File: config.mk
export PLATFORM = sky130hd
export DESIGN_NAME = sfve_front
export DESIGN_NICKNAME = d
export VERILOG_FILES = /design/src/rtl/sfve_pkg.sv /design/src/rtl/sfve_front.sv
export VERILOG_INCLUDE_DIRS = /design/src /design/src/rtl
export SDC_FILE = /design/constraint.sdc
export NUM_CORES = 1
export LEC_CHECK = 0
export BUFFER_PORTS_ARGS = -buffer_cell sky130_fd_sc_hd__buf_2
export CAP_MARGIN = 20
export CORE_ASPECT_RATIO = 0.9
export CORE_MARGIN = 1.5
export CORE_UTILIZATION = 35
export CTS_CLUSTER_DIAMETER = 100
export CTS_CLUSTER_SIZE = 14
export DETAILED_ROUTE_END_ITERATION = 8
export SYNTH_ARGS = -nofsm -noshare
export SYNTH_HDL_FRONTEND = slang
export SYNTH_SLANG_ARGS = --single-unit
File: constraint.sdc
create_clock -name clk -period 14.28 [get_ports clk]
set_clock_uncertainty 0.15 [all_clocks]
set_input_delay 2.142 -clock clk [delete_from_list [all_inputs] [get_ports clk]]
set_output_delay 2.142 -clock clk [all_outputs]
set_load 0.01 [all_outputs]
File: src/rtl/stack_frame_vm_execute_top_assert.svh
// assertion macros shared by the executor rtl
`ifndef STACK_FRAME_VM_EXECUTE_TOP_ASSERT_SVH
`define STACK_FRAME_VM_EXECUTE_TOP_ASSERT_SVH

// consequent must hold in the same cycle as the antecedent
`define SFVE_ASSERT_NOW(lbl, ck, rn, ante, cons, msg) \
	lbl: assert property (@(posedge ck) disable iff (!rn) (ante) |-> (cons)) else $error(msg);

// consequent must hold in the cycle after the antecedent
`define SFVE_ASSERT_NEXT(lbl, ck, rn, ante, cons, msg) \
	lbl: assert property (@(posedge ck) disable iff (!rn) (ante) |=> (cons)) else $error(msg);

`endif

File: src/rtl/sfve_pkg.sv
// shared types and constants of the frame-stack executor
`default_nettype none

package sfve_pkg;

	localparam int STACK_DEPTH_DEF = 16;
	localparam int NUM_REGS_DEF    = 16;
	localparam int FRAME_DEPTH_DEF = 128;

	localparam int PC_W      = 16;
	localparam int VAL_W     = 64;
	localparam int REG_IDX_W = 8;
	localparam int NARG_W    = 8;

	localparam int S_TDATA_W = 120;
	localparam int S_TUSER_W = 5;
	localparam int M_TDATA_W = 88;
	localparam int M_TUSER_W = 2;

	typedef enum logic [3:0] {
		CMD_PUSH      = 4'd0,
		CMD_POP       = 4'd1,
		CMD_REG_TO_TOP = 4'd2,
		CMD_TOP_TO_REG = 4'd3,
		CMD_REG_TO_RET = 4'd4,
		CMD_REG_TO_REG = 4'd5,
		CMD_INPUT     = 4'd6,
		CMD_PRINT     = 4'd7,
		CMD_CALL      = 4'd8,
		CMD_RETURN    = 4'd9,
		CMD_EXIT      = 4'd10,
		CMD_JUMP      = 4'd11
	} cmd_t;

	typedef enum logic [3:0] {
		ERR_OK          = 4'd0,
		ERR_STACK_FULL  = 4'd1,
		ERR_STACK_EMPTY = 4'd2,
		ERR_BAD_REG     = 4'd3,
		ERR_FRAMES_FULL = 4'd4,
		ERR_FEW_ARGS    = 4'd5,
		ERR_UNKNOWN_FN  = 4'd6,
		ERR_BAD_EXIT    = 4'd7,
		ERR_RET_BOTTOM  = 4'd8
	} err_t;

	typedef enum logic [1:0] {
		KIND_NONE  = 2'd0,
		KIND_PRINT = 2'd1,
		KIND_EXIT  = 2'd2
	} kind_t;

	// decoded instruction as it waits in the queue
	typedef struct packed {
		cmd_t                  cmd;
		logic [REG_IDX_W-1:0]  rs;
		logic [REG_IDX_W-1:0]  rd;
		logic [PC_W-1:0]       off;
		logic [PC_W-1:0]       target;
		logic [NARG_W-1:0]     nargs;
		logic                  known;
		logic [VAL_W-1:0]      inval;
		logic                  rs_ok;
		logic                  rd_ok;
	} item_t;

	typedef struct packed {
		logic  valid;
		item_t item;
	} qhead_t;

endpackage

`default_nettype wire

File: src/rtl/sfve_front.sv
// input side: unpacks and classifies instructions into a two-entry queue
`default_nettype none

module sfve_front #(
	parameter int NUM_REGS = sfve_pkg::NUM_REGS_DEF
) (
	input  wire logic                           clk,
	input  wire logic                           arst_n,
	input  wire logic                           s_tvalid,
	output logic                                s_tready,
	// reg_src, reg_dst, jump_offset, call_target, call_arg_count, input_value
	input  wire logic [sfve_pkg::S_TDATA_W-1:0] s_tdata,
	// cmd, call_target_known
	input  wire logic [sfve_pkg::S_TUSER_W-1:0] s_tuser,
	input  wire logic                           busy,
	output sfve_pkg::qhead_t                    head,
	input  wire logic                           pop
);

	import sfve_pkg::*;

	localparam int Q_DEPTH = 2;
	localparam int QP_W    = $clog2(Q_DEPTH);
	localparam int QC_W    = $clog2(Q_DEPTH + 1);

	item_t            in_item;
	item_t            entry_q [Q_DEPTH];
	logic [QP_W-1:0]  wr_ptr_q;
	logic [QP_W-1:0]  rd_ptr_q;
	logic [QC_W-1:0]  cnt_q;
	logic             push;

	always_comb begin
		in_item.cmd    = cmd_t'(s_tuser[3:0]);
		in_item.known  = s_tuser[4];
		in_item.rs     = s_tdata[7:0];
		in_item.rd     = s_tdata[15:8];
		in_item.off    = s_tdata[31:16];
		in_item.target = s_tdata[47:32];
		in_item.nargs  = s_tdata[55:48];
		in_item.inval  = s_tdata[119:56];
		// register range checks are done here, once per instruction
		in_item.rs_ok  = {1'b0, s_tdata[7:0]} < (REG_IDX_W + 1)'(NUM_REGS);
		in_item.rd_ok  = {1'b0, s_tdata[15:8]} < (REG_IDX_W + 1)'(NUM_REGS);
	end

	assign s_tready   = (cnt_q != QC_W'(Q_DEPTH)) && !busy;
	assign push       = s_tvalid && s_tready;
	assign head.valid = (cnt_q != '0);
	assign head.item  = entry_q[rd_ptr_q];

	always_ff @(posedge clk) begin
		if (push) begin
			entry_q[wr_ptr_q] <= in_item;
		end
	end

	always_ff @(posedge clk or negedge arst_n) begin
		if (!arst_n) begin
			wr_ptr_q <= '0;
			rd_ptr_q <= '0;
			cnt_q    <= '0;
		end else begin
			if (push) begin
				wr_ptr_q <= wr_ptr_q + 1'b1;
			end
			if (pop) begin
				rd_ptr_q <= rd_ptr_q + 1'b1;
			end
			case ({push, pop})
				2'b10:   cnt_q <= cnt_q + 1'b1;
				2'b01:   cnt_q <= cnt_q - 1'b1;
				default: cnt_q <= cnt_q;
			endcase
		end
	end

`include "stack_frame_vm_execute_top_assert.svh"

	`SFVE_ASSERT_NOW(a_queue_empty_in_clear, clk, arst_n, busy, cnt_q == '0, "queue filled during clear")
	`SFVE_ASSERT_NOW(a_pop_needs_entry, clk, arst_n, pop, cnt_q != '0, "pop from empty queue")
	`SFVE_ASSERT_NOW(a_count_in_range, clk, arst_n, 1'b1, cnt_q <= QC_W'(Q_DEPTH), "queue count above depth")

endmodule

`default_nettype wire

== Yosys cells after proc, flatten, opt, wreduce, memory -nomap -nowiden ==
Memories as Yosys holds them, arrays and structs flattened.
Index checks and enable logic that the tools add are counted.

* Register bits after elaboration: 4
* Bits in latches: 0
* Bits in writable memories: 254
* ROM bits: 0
* Input port bits: 130
* Output and inout bits: 129
* Logic and storage cells: 21
* Memories: 1

{| class="wikitable"
|+ Memory list
! memory !! words !! bits a word !! read ports !! clocked after memory_dff !! write ports !! line !! RTL
|-
| entry_q || 2 || 127 || 1 || 0 || 1 || sfve_front.sv:27 || <nowiki>item_t entry_q [Q_DEPTH];</nowiki>
|}

* $add $sub $neg: 4
* $mul: 0
* Divide/modulo/power cells: 0
* $lt $le $gt $ge: 2
* Equality and inequality tests: 3
* Shift-type cells: 0
* Mux-type cells: 3
* Bitwise logic cells: 0
* Reduce and logical (&&, ||, !) cells: 5

{| class="wikitable"
|+ Operators by type and width
! operator !! number
|-
| 8-bit by 5-bit < comparator with 1-bit output (second input constant) || 2
|-
| 2-bit case mux with 2 select lines || 1
|-
| 2-bit nonzero test || 2
|-
| 1-bit adder (second input constant) || 2
|-
| 2-bit by 1-bit adder with 2-bit output (second input constant) || 1
|-
| 2-bit by 1-bit equality test with 1-bit output (second input constant) || 1
|-
| 2-bit equality test (second input constant) || 1
|-
| 1-bit logical AND || 2
|-
| 1-bit 2-to-1 mux || 2
|-
| 2-bit inequality test (second input constant) || 1
|-
| 2-bit by 1-bit subtractor with 2-bit output (second input constant) || 1
|-
| 1-bit zero test || 1
|}

== Longest topological paths before layout ==
Gate-level depths: netlist of the first run.

* Word-level depth: 5
* Gate-level depth with buffers: 6

== Worst setup path after synthesis of the first run ==
No wires, ideal clock.

* Path type: input port to flip-flop
* From: input port busy
* To: memory entry_q[0][0] (netlist name), enable pin
* Setup time: 0.614 ns
* Arrival: 7.763 ns
* Data required time: 13.516 ns
* Setup slack: 5.752 ns
* Stages: 2
* Path through: a211o_4 > nor2_1

* Longest elaborated chain between the ends: 5

{| class="wikitable"
|+ Ends and longest elaborated chain
! element !! line !! RTL
|-
| start: declaration || sfve_front.sv:15 || <nowiki>input wire logic busy,</nowiki>
|-
| 1-bit zero test || sfve_front.sv:47 || <nowiki>assign s_tready = (cnt_q != QC_W'(Q_DEPTH)) && !busy;</nowiki>
|-
| 1-bit logical AND || sfve_front.sv:47 ||
|-
| 1-bit logical AND || sfve_front.sv:48 || <nowiki>assign push = s_tvalid && s_tready;</nowiki>
|-
| 1-bit 2-to-1 mux || sfve_front.sv:53 || <nowiki>if (push) begin</nowiki>
|-
| 1-bit 2-to-1 mux (not written as such) || sfve_front.sv:54 || <nowiki>entry_q[wr_ptr_q] <= in_item;</nowiki>
|-
| end: declaration || sfve_front.sv:27 ||
|}

Every way passes these cells.

==> results.py, run 1 <==
metrics = {
    "detailed_routing": {
        "drcViolationCount": 0,
        "wl_per_cell_um": 16.9,
        "drt-total-wl_um": 17900,
        "drt_iter0_drc": 212,
        "antenna_left": 0,
        "vias": 4756,
        "avgViaCountPerCell": 4.51,
        "drtPass1Iterations": 4,
    },
    "global_route": {
        "grt_pass1_wl_um": 27400,
        "grt_pass1_vias": 5010,
        "grt_max_degree": 82,
        "antenna_found_initial": 0,
        "overflow": 0,
        "grt_use_total_pct": 12.3,
    },
    "clocking": {
        "postCtsHoldBufs": 0,
        "cts.clk_slew.worst_paths_ns": 0.07,
        "clock_latency_ns": 0.50,
        "numCtsBuffers": 22,
        "post-cts-setup-buffer-count": 0,
        "cts_resized": 0,
        "clockBufferDepth": 3,
        "htreeDepth": 1,
        "clock_sinks": 258,
        "tritoncts": "built",
        "cts_root_buffer": "clkbuf_16",
    },
    "cells_and_area": {
        "nFillCells": 2341,
        "num_antenna_cells": 0,
        "seq_area_um2": 7730,
        "multiInputGateArea_um2": 1560,
        "nets": 822,
        "layoutNonFillerInstCount": 1055,
        "synthToLayoutAreaGrowth_pct": 24.5,
        "drive_gt1_share_pct": 59.8,
    },
    "critical_path": {
        "r2r-end": "rd_ptr_q",
        "crit_arrival_ns": 2.97,
        "startpoint": "rd_ptr_q",
        "timing_worst_setup_path_type": "register to output port",
        "ff2ff_path_depth": 2,
        "crit_path_end_kind": "output port",
        "crit_path_start_kind": "register",
        "critical_path_required_ns": 11.99,
        "timing.rr.start": "rd_ptr_q",
        "crit_fanout": 69,
        "r2r_slack_ns": 11.97,
    },
    "sta": {
        "rsz0062_at_grt": "false",
        "timing.slew.headroom_pct": 38.1,
        "clock.fmax_ghz": 0.190,
        "setup_violations": 0,
        "finalSetupTns_ns": 0,
        "worstMarginPinSlew_ns": 0.928,
        "holdWs_ns": 0.399,
        "slew_viol_final": 0,
        "fin_crit_sh_pct": 36.9,
        "min_period_ns": 5.26,
        "hold_viol": 0,
    },
    "synthesis": {
        "syn_nets": 547,
        "ys_warn_count": 0,
        "ys_ff_latch": 258,
        "syn_area_um2": 9450,
        "synthDistinctLibCells": 16,
        "syn_inst": 416,
        "ys_seq_area_share_pct": 81.7,
        "synth.avg_cell_area_um2": 22.7,
    },
    "floorplanning": {
        "core_um2": 26300,
        "ios": 259,
        "dieArea_um2": 28000,
        "initial_utilization_pct": 36.0,
        "die_w_um": 176,
        "rows": 56,
        "die_y_um": 159,
    },
    "power": {
        "power_density_nw_per_um2": 177,
        "power_switching_w": 0.000571,
        "power_frac_comb_pct": 25.6,
        "pwr-share-seq_pct": 48.0,
        "p_leak_nw": 4.30,
        "netSwitchingFraction_pct": 27.5,
        "p_int_w": 0.00151,
        "peakVddDrop_uv": 89.9,
        "clkPwrFrac_pct": 26.4,
    },
    "run_status": {
        "status": "completed",
    },
    "place": {
        "dp_cells": 1013,
        "hpwl_um": 11700,
        "port_buffers": 258,
        "gp_congestion": 0.714,
    },
    "hold_path": {
        "holdPathStages": 1,
        "hp-class": "register to register",
        "hp-start": "cnt_q[1]",
        "hold_path_end": "cnt_q[1]",
    },
    "flow_run": {
        "drv_cap": 0,
    },
}
-- cell usage in the layout, fill, tap and decap left out --
cell type	Yosys	final
xor2_1	2	2
inv_1	2	2
nor4_1	2	2
dfrtp_4	0	1
inv_6	0	1
buf_16	0	2
inv_2	1	1
xnor2_2	1	1
clkbuf_16	0	23
edfxtp_1	254	254
buf_4	0	5
a211o_4	1	1
nor2_1	3	1
clkbuf_1	0	16
ha_1	1	1
a21oi_1	1	1
buf_2	0	258
or2_2	1	1
xnor2_1	2	2
nor2_4	0	2
dfrtp_1	4	3
mux2_2	127	127
-- Yosys cell counts, drive strengths merged --
master    n  area (um2)
clkbuf    4        55.1
ha        1        12.5
xor2      2        17.5
nor4      2        12.5
mux2    127        1430
a21oi     1        5.00
or2       1        6.26
buf      10         113
a211o     1        17.5
inv       3        11.3
xnor2     3        33.8
edfxtp  254        7630
nor2      3        11.3
dfrtp     4         100
-- final cells by class --
cell class	instances	share of cell area (%)
clock buffers	39	5.40
clock inverters	1	0.0744
inverters	3	0.0957
multi-input cells	141	13.3
flip-flops and latches	258	65.7
well taps	348	3.70
repair buffers	265	11.8
-- sequential cells by signal (all words and copies together), names as in the netlist --
name and cells:
cnt_q 2, rd_ptr_q 1, entry_q 254, wr_ptr_q 1
-- cells by family (layout without fill, tap and decap cells) --
family / after synthesis / in the layout / synth area share [%]
mux: 127 / 127 / 15.1
compound gates: 2 / 2 / 0.238
simple gates: 6 / 6 / 0.318
flops: 258 / 258 / 81.7
buf+inv: 17 / 308 / 1.89
fa+ha+maj: 1 / 1 / 0.132
xor+xnor: 5 / 5 / 0.543
-- power groups by stage --
| stage | registers [W] | logic, W | clock network (W) |
|---|---|---|---|
| floorplan | 0.000994 | 0.000394 | 0 |
| global placement | 0.00101 | 0.000530 | 0 |
| detailed placement | 0.00102 | 0.000537 | 0 |
| CTS | 0.00100 | 0.000540 | 0.000571 |
| global route | 0.00101 | 0.000573 | 0.000594 |
| finish | 0.000997 | 0.000532 | 0.000549 |
-- metrics by stage --
step                total power [W]  area [um2]  setup slack (ns)  utilization (%)
floorplan                   0.00139        9450              5.75                -
global placement            0.00154       11100              9.48             42.1
detailed placement          0.00156       11100              9.48             42.1
CTS                         0.00211       11700              8.93             44.6
global route                0.00218       11800              8.81             44.8
finish                      0.00208       11800              9.02             44.8
-- worst max path at each step --
stage	endpoint	slack [ns]	depth (start not counted)
finish	head[106]	9.02	3
global route	head[83]	8.81	3
detailed placement	head[83]	9.48	3
CTS	head[83]	8.93	3
floorplan	entry_q[0][0]	5.75	2
global placement	s_tready	9.48	3
-- critical path, cell delays in order (launching register included) --
cell and delay (ns):
dfrtp_4 0.93, buf_4 0.81, mux2_2 0.43, buf_2 0.15
-- metal layers --
| layer | vias to the layer above | share of wire, % | wire length [um] | track usage [%] |
|---|---|---|---|---|
| li1 | 2208 | - | - | - |
| met1 | 2343 | 40 | 7150 | 15.0 |
| met2 | 169 | 49 | 8830 | 21.0 |
| met3 | 36 | 7.4 | 1320 | 3.47 |
| met4 | 0 | 3.2 | 567 | 4.16 |
| met5 | - | 0 | 0 | 0 |
Note: power is estimated with default switching activity, not from simulation.
==> run 2: changes to the inputs <==
Clock period 14.28 ns to 5.1 ns, I/O delays scaled along.
==> run 2 against run 1 <==
Core utilization down 0.13 points. Largest cell class unchanged. Wire length is 0.32% higher. Final cell count down 0.76%. Critical path depth unchanged. Highest routed layer unchanged.
==> results.py, run 2 (same netlist as run 1, synthesis figures left out) <==
metrics = {
    "power": {
        "pwr-share-seq_pct": 48.2,
        "clkPwrFrac_pct": 25.8,
        "power_switching_w": 0.00159,
        "p_leak_nw": 4.28,
        "power_frac_comb_pct": 26.0,
        "totalPowerFinal_w": 0.00579,
        "peakVddDrop_uv": 302,
        "power_density_nw_per_um2": 493,
        "netSwitchingFraction_pct": 27.5,
        "p_int_w": 0.00420,
    },
    "clocking": {
        "htreeDepth": 1,
        "cts_resized": 0,
        "cts_root_buffer": "clkbuf_16",
        "clock_latency_ns": 0.49,
        "post-cts-setup-buffer-count": 0,
        "postCtsHoldBufs": 1,
        "numCtsBuffers": 22,
        "clockBufferDepth": 3,
        "cts.clk_slew.worst_paths_ns": 0.06,
        "clock_sinks": 258,
        "tritoncts": "built",
    },
    "global_route": {
        "grt_use_total_pct": 12.5,
        "grt_pass1_wl_um": 27600,
        "overflow": 0,
        "antenna_found_initial": 0,
        "grt_pass1_vias": 5140,
        "grt_max_degree": 76,
    },
    "critical_path": {
        "worstPathCellList": "buf_12, mux2_2, buf_2",
        "crit_arrival_ns": 2.44,
        "cpMaxStageDelayCell": "dfrtp_4",
        "timing.rr.start": "cnt_q[0]",
        "critPathMaxStageDelay_ns": 0.91,
        "crit_path_start_kind": "register",
        "timing_worst_setup_path_type": "register to output port",
        "critPathTopFamily": "flip-flops",
        "crit_path_end_kind": "output port",
        "r2r_slack_ns": 2.51,
        "r2r-end": "entry_q[0][85]",
        "critical_path_required_ns": 4.18,
        "crit_buf_inv": 2,
        "crit_fanout": 75,
        "ff2ff_path_depth": 4,
    },
    "cells_and_area": {
        "drive_gt1_share_pct": 60.3,
        "final_cell_mix": "buf_2 (258), edfxtp_1 (254), mux2_2 (127)",
        "multiInputGateArea_um2": 1560,
        "largest_reg_flops": 254,
        "nFillCells": 2288,
        "seq_area_um2": 7730,
        "layout_commonest_cell": "buf_2",
        "nets": 821,
        "top_regs": "entry_q (254), cnt_q (2)",
        "max_flop_register": "entry_q",
        "synthToLayoutAreaGrowth_pct": 24.1,
    },
    "detailed_routing": {
        "drt_iter0_drc": 284,
        "vias": 4722,
        "drtPass1Iterations": 4,
        "drcViolationCount": 0,
        "wl_per_cell_um": 17.1,
        "antenna_left": 0,
        "avgViaCountPerCell": 4.51,
        "drt-total-wl_um": 17900,
    },
    "floorplanning": {
        "die_w_um": 176,
        "rows": 56,
        "ios": 259,
        "core_um2": 26300,
        "dieArea_um2": 28000,
        "initial_utilization_pct": 36.0,
        "die_y_um": 159,
    },
    "place": {
        "place_ws_ns": 2.11,
        "port_buffers": 258,
        "hpwl_um": 12100,
        "gp_congestion": 0.744,
    },
    "hold_path": {
        "holdPathStages": 1,
        "hp-start": "s_tdata[11]",
        "hp-class": "primary input to register",
        "hold_path_end": "entry_q[1][110]",
    },
    "sta": {
        "rsz0062_at_grt": "false",
        "slew_viol_final": 0,
        "worstMarginPinSlew_ns": 0.777,
        "fin_crit_sh_pct": 65.7,
        "clock.fmax_ghz": 0.298,
        "min_period_ns": 3.35,
        "fin_ws_ns": 1.75,
        "hold_viol": 0,
        "timing.slew.headroom_pct": 48.2,
        "setup_violations": 0,
    },
    "run_status": {
        "status": "completed",
    },
    "flow_run": {
        "drv_cap": 0,
    },
}
==> run 2: cell count changes in the layout (fill, tap and decap cells not counted) <==
cell           change
clkbuf_1           -8
diode_2            +1
buf_4              -3
dlygate4sd3_1      +1
buf_12             +3
buf_16             -2
==> run 2: worst max-delay path by stage <==
| stage | to | from | cells after the start |
|---|---|---|---|
| 3_3_place_gp | entry_q[0][18] | busy | 4 |
| 2_1_floorplan | entry_q[0][0] | busy | 2 |
| 6_report | head[68] | rd_ptr_q | 3 |
| 3_5_place_dp | entry_q[0][22] | busy | 4 |
| 5_1_grt | head[67] | rd_ptr_q | 3 |
| 4_1_cts | head[68] | rd_ptr_q | 3 |
==> run 2: area by class of cell <==
class / count / area share, %
diodes: 1 / 0.0213
clock buffers: 31 / 5.16
clock inverters: 1 / 0.0747
inverters: 3 / 0.0960
multi-input cells: 141 / 13.3
flip-flops and latches: 258 / 65.9
well taps: 348 / 3.71
repair buffers: 264 / 11.7
==> run 2: power groups by stage <==
stage	clock network [W]	registers, W	logic, W
2_1_floorplan	0	0.00278	0.00110
4_1_cts	0.00156	0.00280	0.00154
6_report	0.00150	0.00279	0.00150
3_5_place_dp	0	0.00284	0.00153
3_3_place_gp	0	0.00282	0.00151
5_1_grt	0.00163	0.00282	0.00162
==> run 2: per-stage QoR <==
step	cells	hold WS, ns	cell area, um2	setup TNS [ns]	util, %
after floorplan	416	0.319	9450	-520.92	-
after global placement	1013	0.370	11100	0	42.3
after detailed placement	1013	0.407	11100	0	42.3
after CTS	1046	0.264	11700	0	44.6
after global routing	1046	0.271	11700	0	44.6
final	1047	0.292	11700	0	44.7
==> run 2: layer usage <==
| layer | global-route usage [%] | vias to the layer above | part of all wire, % |
|---|---|---|---|
| met5 | 0 | - | 0 |
| li1 | - | 2192 | - |
| met3 | 3.95 | 29 | 7.8 |
| met4 | 3.46 | 0 | 2.5 |
| met1 | 14.8 | 2334 | 40 |
| met2 | 21.8 | 167 | 50 |
==> run 2: worst register-to-register path, cell delays in order, from the launching register on <==
cell and delay [ns]:
dfrtp_1 0.44, inv_2 0.07, a211o_4 0.38, nor2_4 0.51
buf_4 0.62
==> run 3: changes to the inputs <==
Clock period 5.1 ns to 3.4 ns, I/O delays scaled along.
==> run 3 against run 2 <==
Wire length grew 2.3%. Clock power grew 49%. Via count is essentially flat. Die area is the same. Non-clock buffer count grew 1. Critical path depth is the same. Register-to-register slack lost 1.1 ns. Core utilization grew 0.076 points. Worst hold slack lost 0.25 ns. Sequential share of layout area shrank 0.11 points. Count of clock-buffer cells in the layout is the same. Largest cell class unchanged. Largest power group unchanged. Highest routed layer is now met5.
==> results.py, run 3 (same netlist as run 1, synthesis figures left out) <==
metrics = {
    "run_status": {
        "status": "completed",
    },
    "global_route": {
        "grt_pass1_vias": 5192,
        "antenna_found_initial": 2,
        "grt_max_degree": 100,
        "grt_pass1_wl_um": 28200,
        "grt_use_total_pct": 12.9,
        "overflow": 0,
    },
    "sta": {
        "hold_viol": 0,
        "slew_viol_final": 0,
        "rsz0062_at_grt": "false",
        "min_period_ns": 2.71,
        "clock.fmax_ghz": 0.368,
        "setup_violations": 0,
        "finalSetupTns_ns": 0,
        "worstMarginPinSlew_ns": 0.566,
        "fin_crit_sh_pct": 79.8,
        "timing.slew.headroom_pct": 62.2,
    },
    "critical_path": {
        "worstPathCellList": "buf_12, mux2_2, buf_2",
        "timing_worst_setup_path_type": "register to output port",
        "crit_path_start_kind": "register",
        "crit_fanout": 54,
        "critical_path_required_ns": 2.74,
        "crit_path_end_kind": "output port",
        "cpMaxStageDelayCell": "dfrtp_4",
        "critPathMaxStageDelay_ns": 0.64,
        "crit_arrival_ns": 2.05,
    },
    "detailed_routing": {
        "drcViolationCount": 0,
        "drt-total-wl_um": 18300,
        "avgViaCountPerCell": 4.51,
        "drtPass1Iterations": 4,
        "vias": 4724,
        "wl_per_cell_um": 17.5,
        "antenna_left": 0,
        "drt_iter0_drc": 231,
    },
    "cells_and_area": {
        "synthToLayoutAreaGrowth_pct": 24.3,
        "nets": 822,
        "layoutNonFillerInstCount": 1048,
        "final_cell_mix": "buf_2 (258), edfxtp_1 (254), mux2_2 (127)",
        "nFillCells": 2320,
        "layout_commonest_cell": "buf_2",
        "max_flop_register": "entry_q",
        "drive_gt1_share_pct": 60.4,
        "top_regs": "entry_q (254), cnt_q (2)",
        "largest_reg_flops": 254,
    },
    "place": {
        "dp_cells": 1014,
        "port_buffers": 258,
        "gp_congestion": 0.726,
        "hpwl_um": 12100,
    },
    "clocking": {
        "clockBufferDepth": 3,
        "numCtsBuffers": 22,
        "htreeDepth": 1,
        "clock_latency_ns": 0.50,
        "cts_root_buffer": "clkbuf_16",
        "cts.clk_slew.worst_paths_ns": 0.07,
        "clock_sinks": 258,
        "post-cts-setup-buffer-count": 0,
        "tritoncts": "built",
    },
    "floorplanning": {
        "dieArea_um2": 28000,
        "die_y_um": 159,
        "ios": 259,
        "core_um2": 26300,
        "initial_utilization_pct": 36.0,
        "die_w_um": 176,
        "rows": 56,
    },
    "power": {
        "p_leak_nw": 4.29,
        "power_density_nw_per_um2": 740,
        "peakVddDrop_uv": 334,
    },
    "hold_path": {
        "hp-class": "primary input to register",
    },
    "flow_run": {
        "drv_cap": 0,
    },
}
==> run 3: changes by cell type in the layout (fill, tap and decap cells not counted) <==
cell / delta
buf_12: +1
==> run 3: through the flow <==
stage          setup slack, ns  cell area (um2)  hold slack (ns)  util [%]  total power [W]
3_5_place_dp              1.19            11100            0.175      42.3          0.00657
4_1_cts                  0.636            11800           0.0141      44.7          0.00886
2_1_floorplan            -1.35             9460           0.0644         -          0.00579
5_1_grt                  0.587            11800           0.0203      44.7          0.00913
3_3_place_gp              1.22            11100            0.172      42.3          0.00652
6_report                 0.686            11800           0.0461      44.7          0.00869
==> run 3: power breakdown <==
| group | internal (W) | leakage [nW] | switching [W] | total, W |
|---|---|---|---|---|
| registers | 0.00395 | 2.37 | 0.000151 | 0.00411 |
| clock network | 0.00123 | 0.297 | 0.00101 | 0.00224 |
| logic | 0.00113 | 1.62 | 0.00121 | 0.00234 |
| total | 0.00632 | 4.29 | 0.00237 | 0.00869 |
==> run 3: path summary, 6_finish.rpt <==
kind | startpoint | end | slack [ns] | cells after the start
worst max-delay path | rd_ptr_q | head[16] | 0.69 | 3
worst min-delay path | s_tdata[85] | entry_q[1][31] | 0.05 | 1
worst max register to register | cnt_q[0] | entry_q[0][33] | 1.36 | 4
worst min register to register | cnt_q[1] | cnt_q[1] | 0.38 | 1
max in group asynchronous | arst_n | rd_ptr_q | 2.74 | 2
min in group asynchronous | arst_n | rd_ptr_q | 0.22 | 2
==> run 3: layout make-up <==
| cell class | count | area [um2] | area share, % |
|---|---|---|---|
| Antenna cell | 1 | 2.50 | 0.0213 |
| Timing Repair Buffer | 265 | 1400 | 11.9 |
| Inverter | 3 | 11.3 | 0.0958 |
| Clock inverter | 1 | 8.76 | 0.0745 |
| Clock buffer | 31 | 606 | 5.15 |
| Sequential cell | 258 | 7730 | 65.8 |
| Multi-Input combinational cell | 141 | 1560 | 13.3 |
| Tap cell | 348 | 435 | 3.70 |
==> run 3: timing repair <==
action,4_1_cts,5_1_grt
hold buffers,1,0
hold endpoints to repair,4,0
resized for setup,0,0
setup endpoints to repair,0,0
==> run 3: worst max-delay path: cells and delay by family, from the launching register on <==
family   cells  cell delay [ns]
flops        1             0.64
buf+inv      2             0.44
mux          1             0.40
==> run 3: per-layer routing <==
metal	share of wire, %	GRT usage, %	wire, um
met5	0.055	0	10
met4	2.3	3.34	418
met3	7.8	3.74	1440
met2	50	22.7	9210
met1	40	15.2	7260
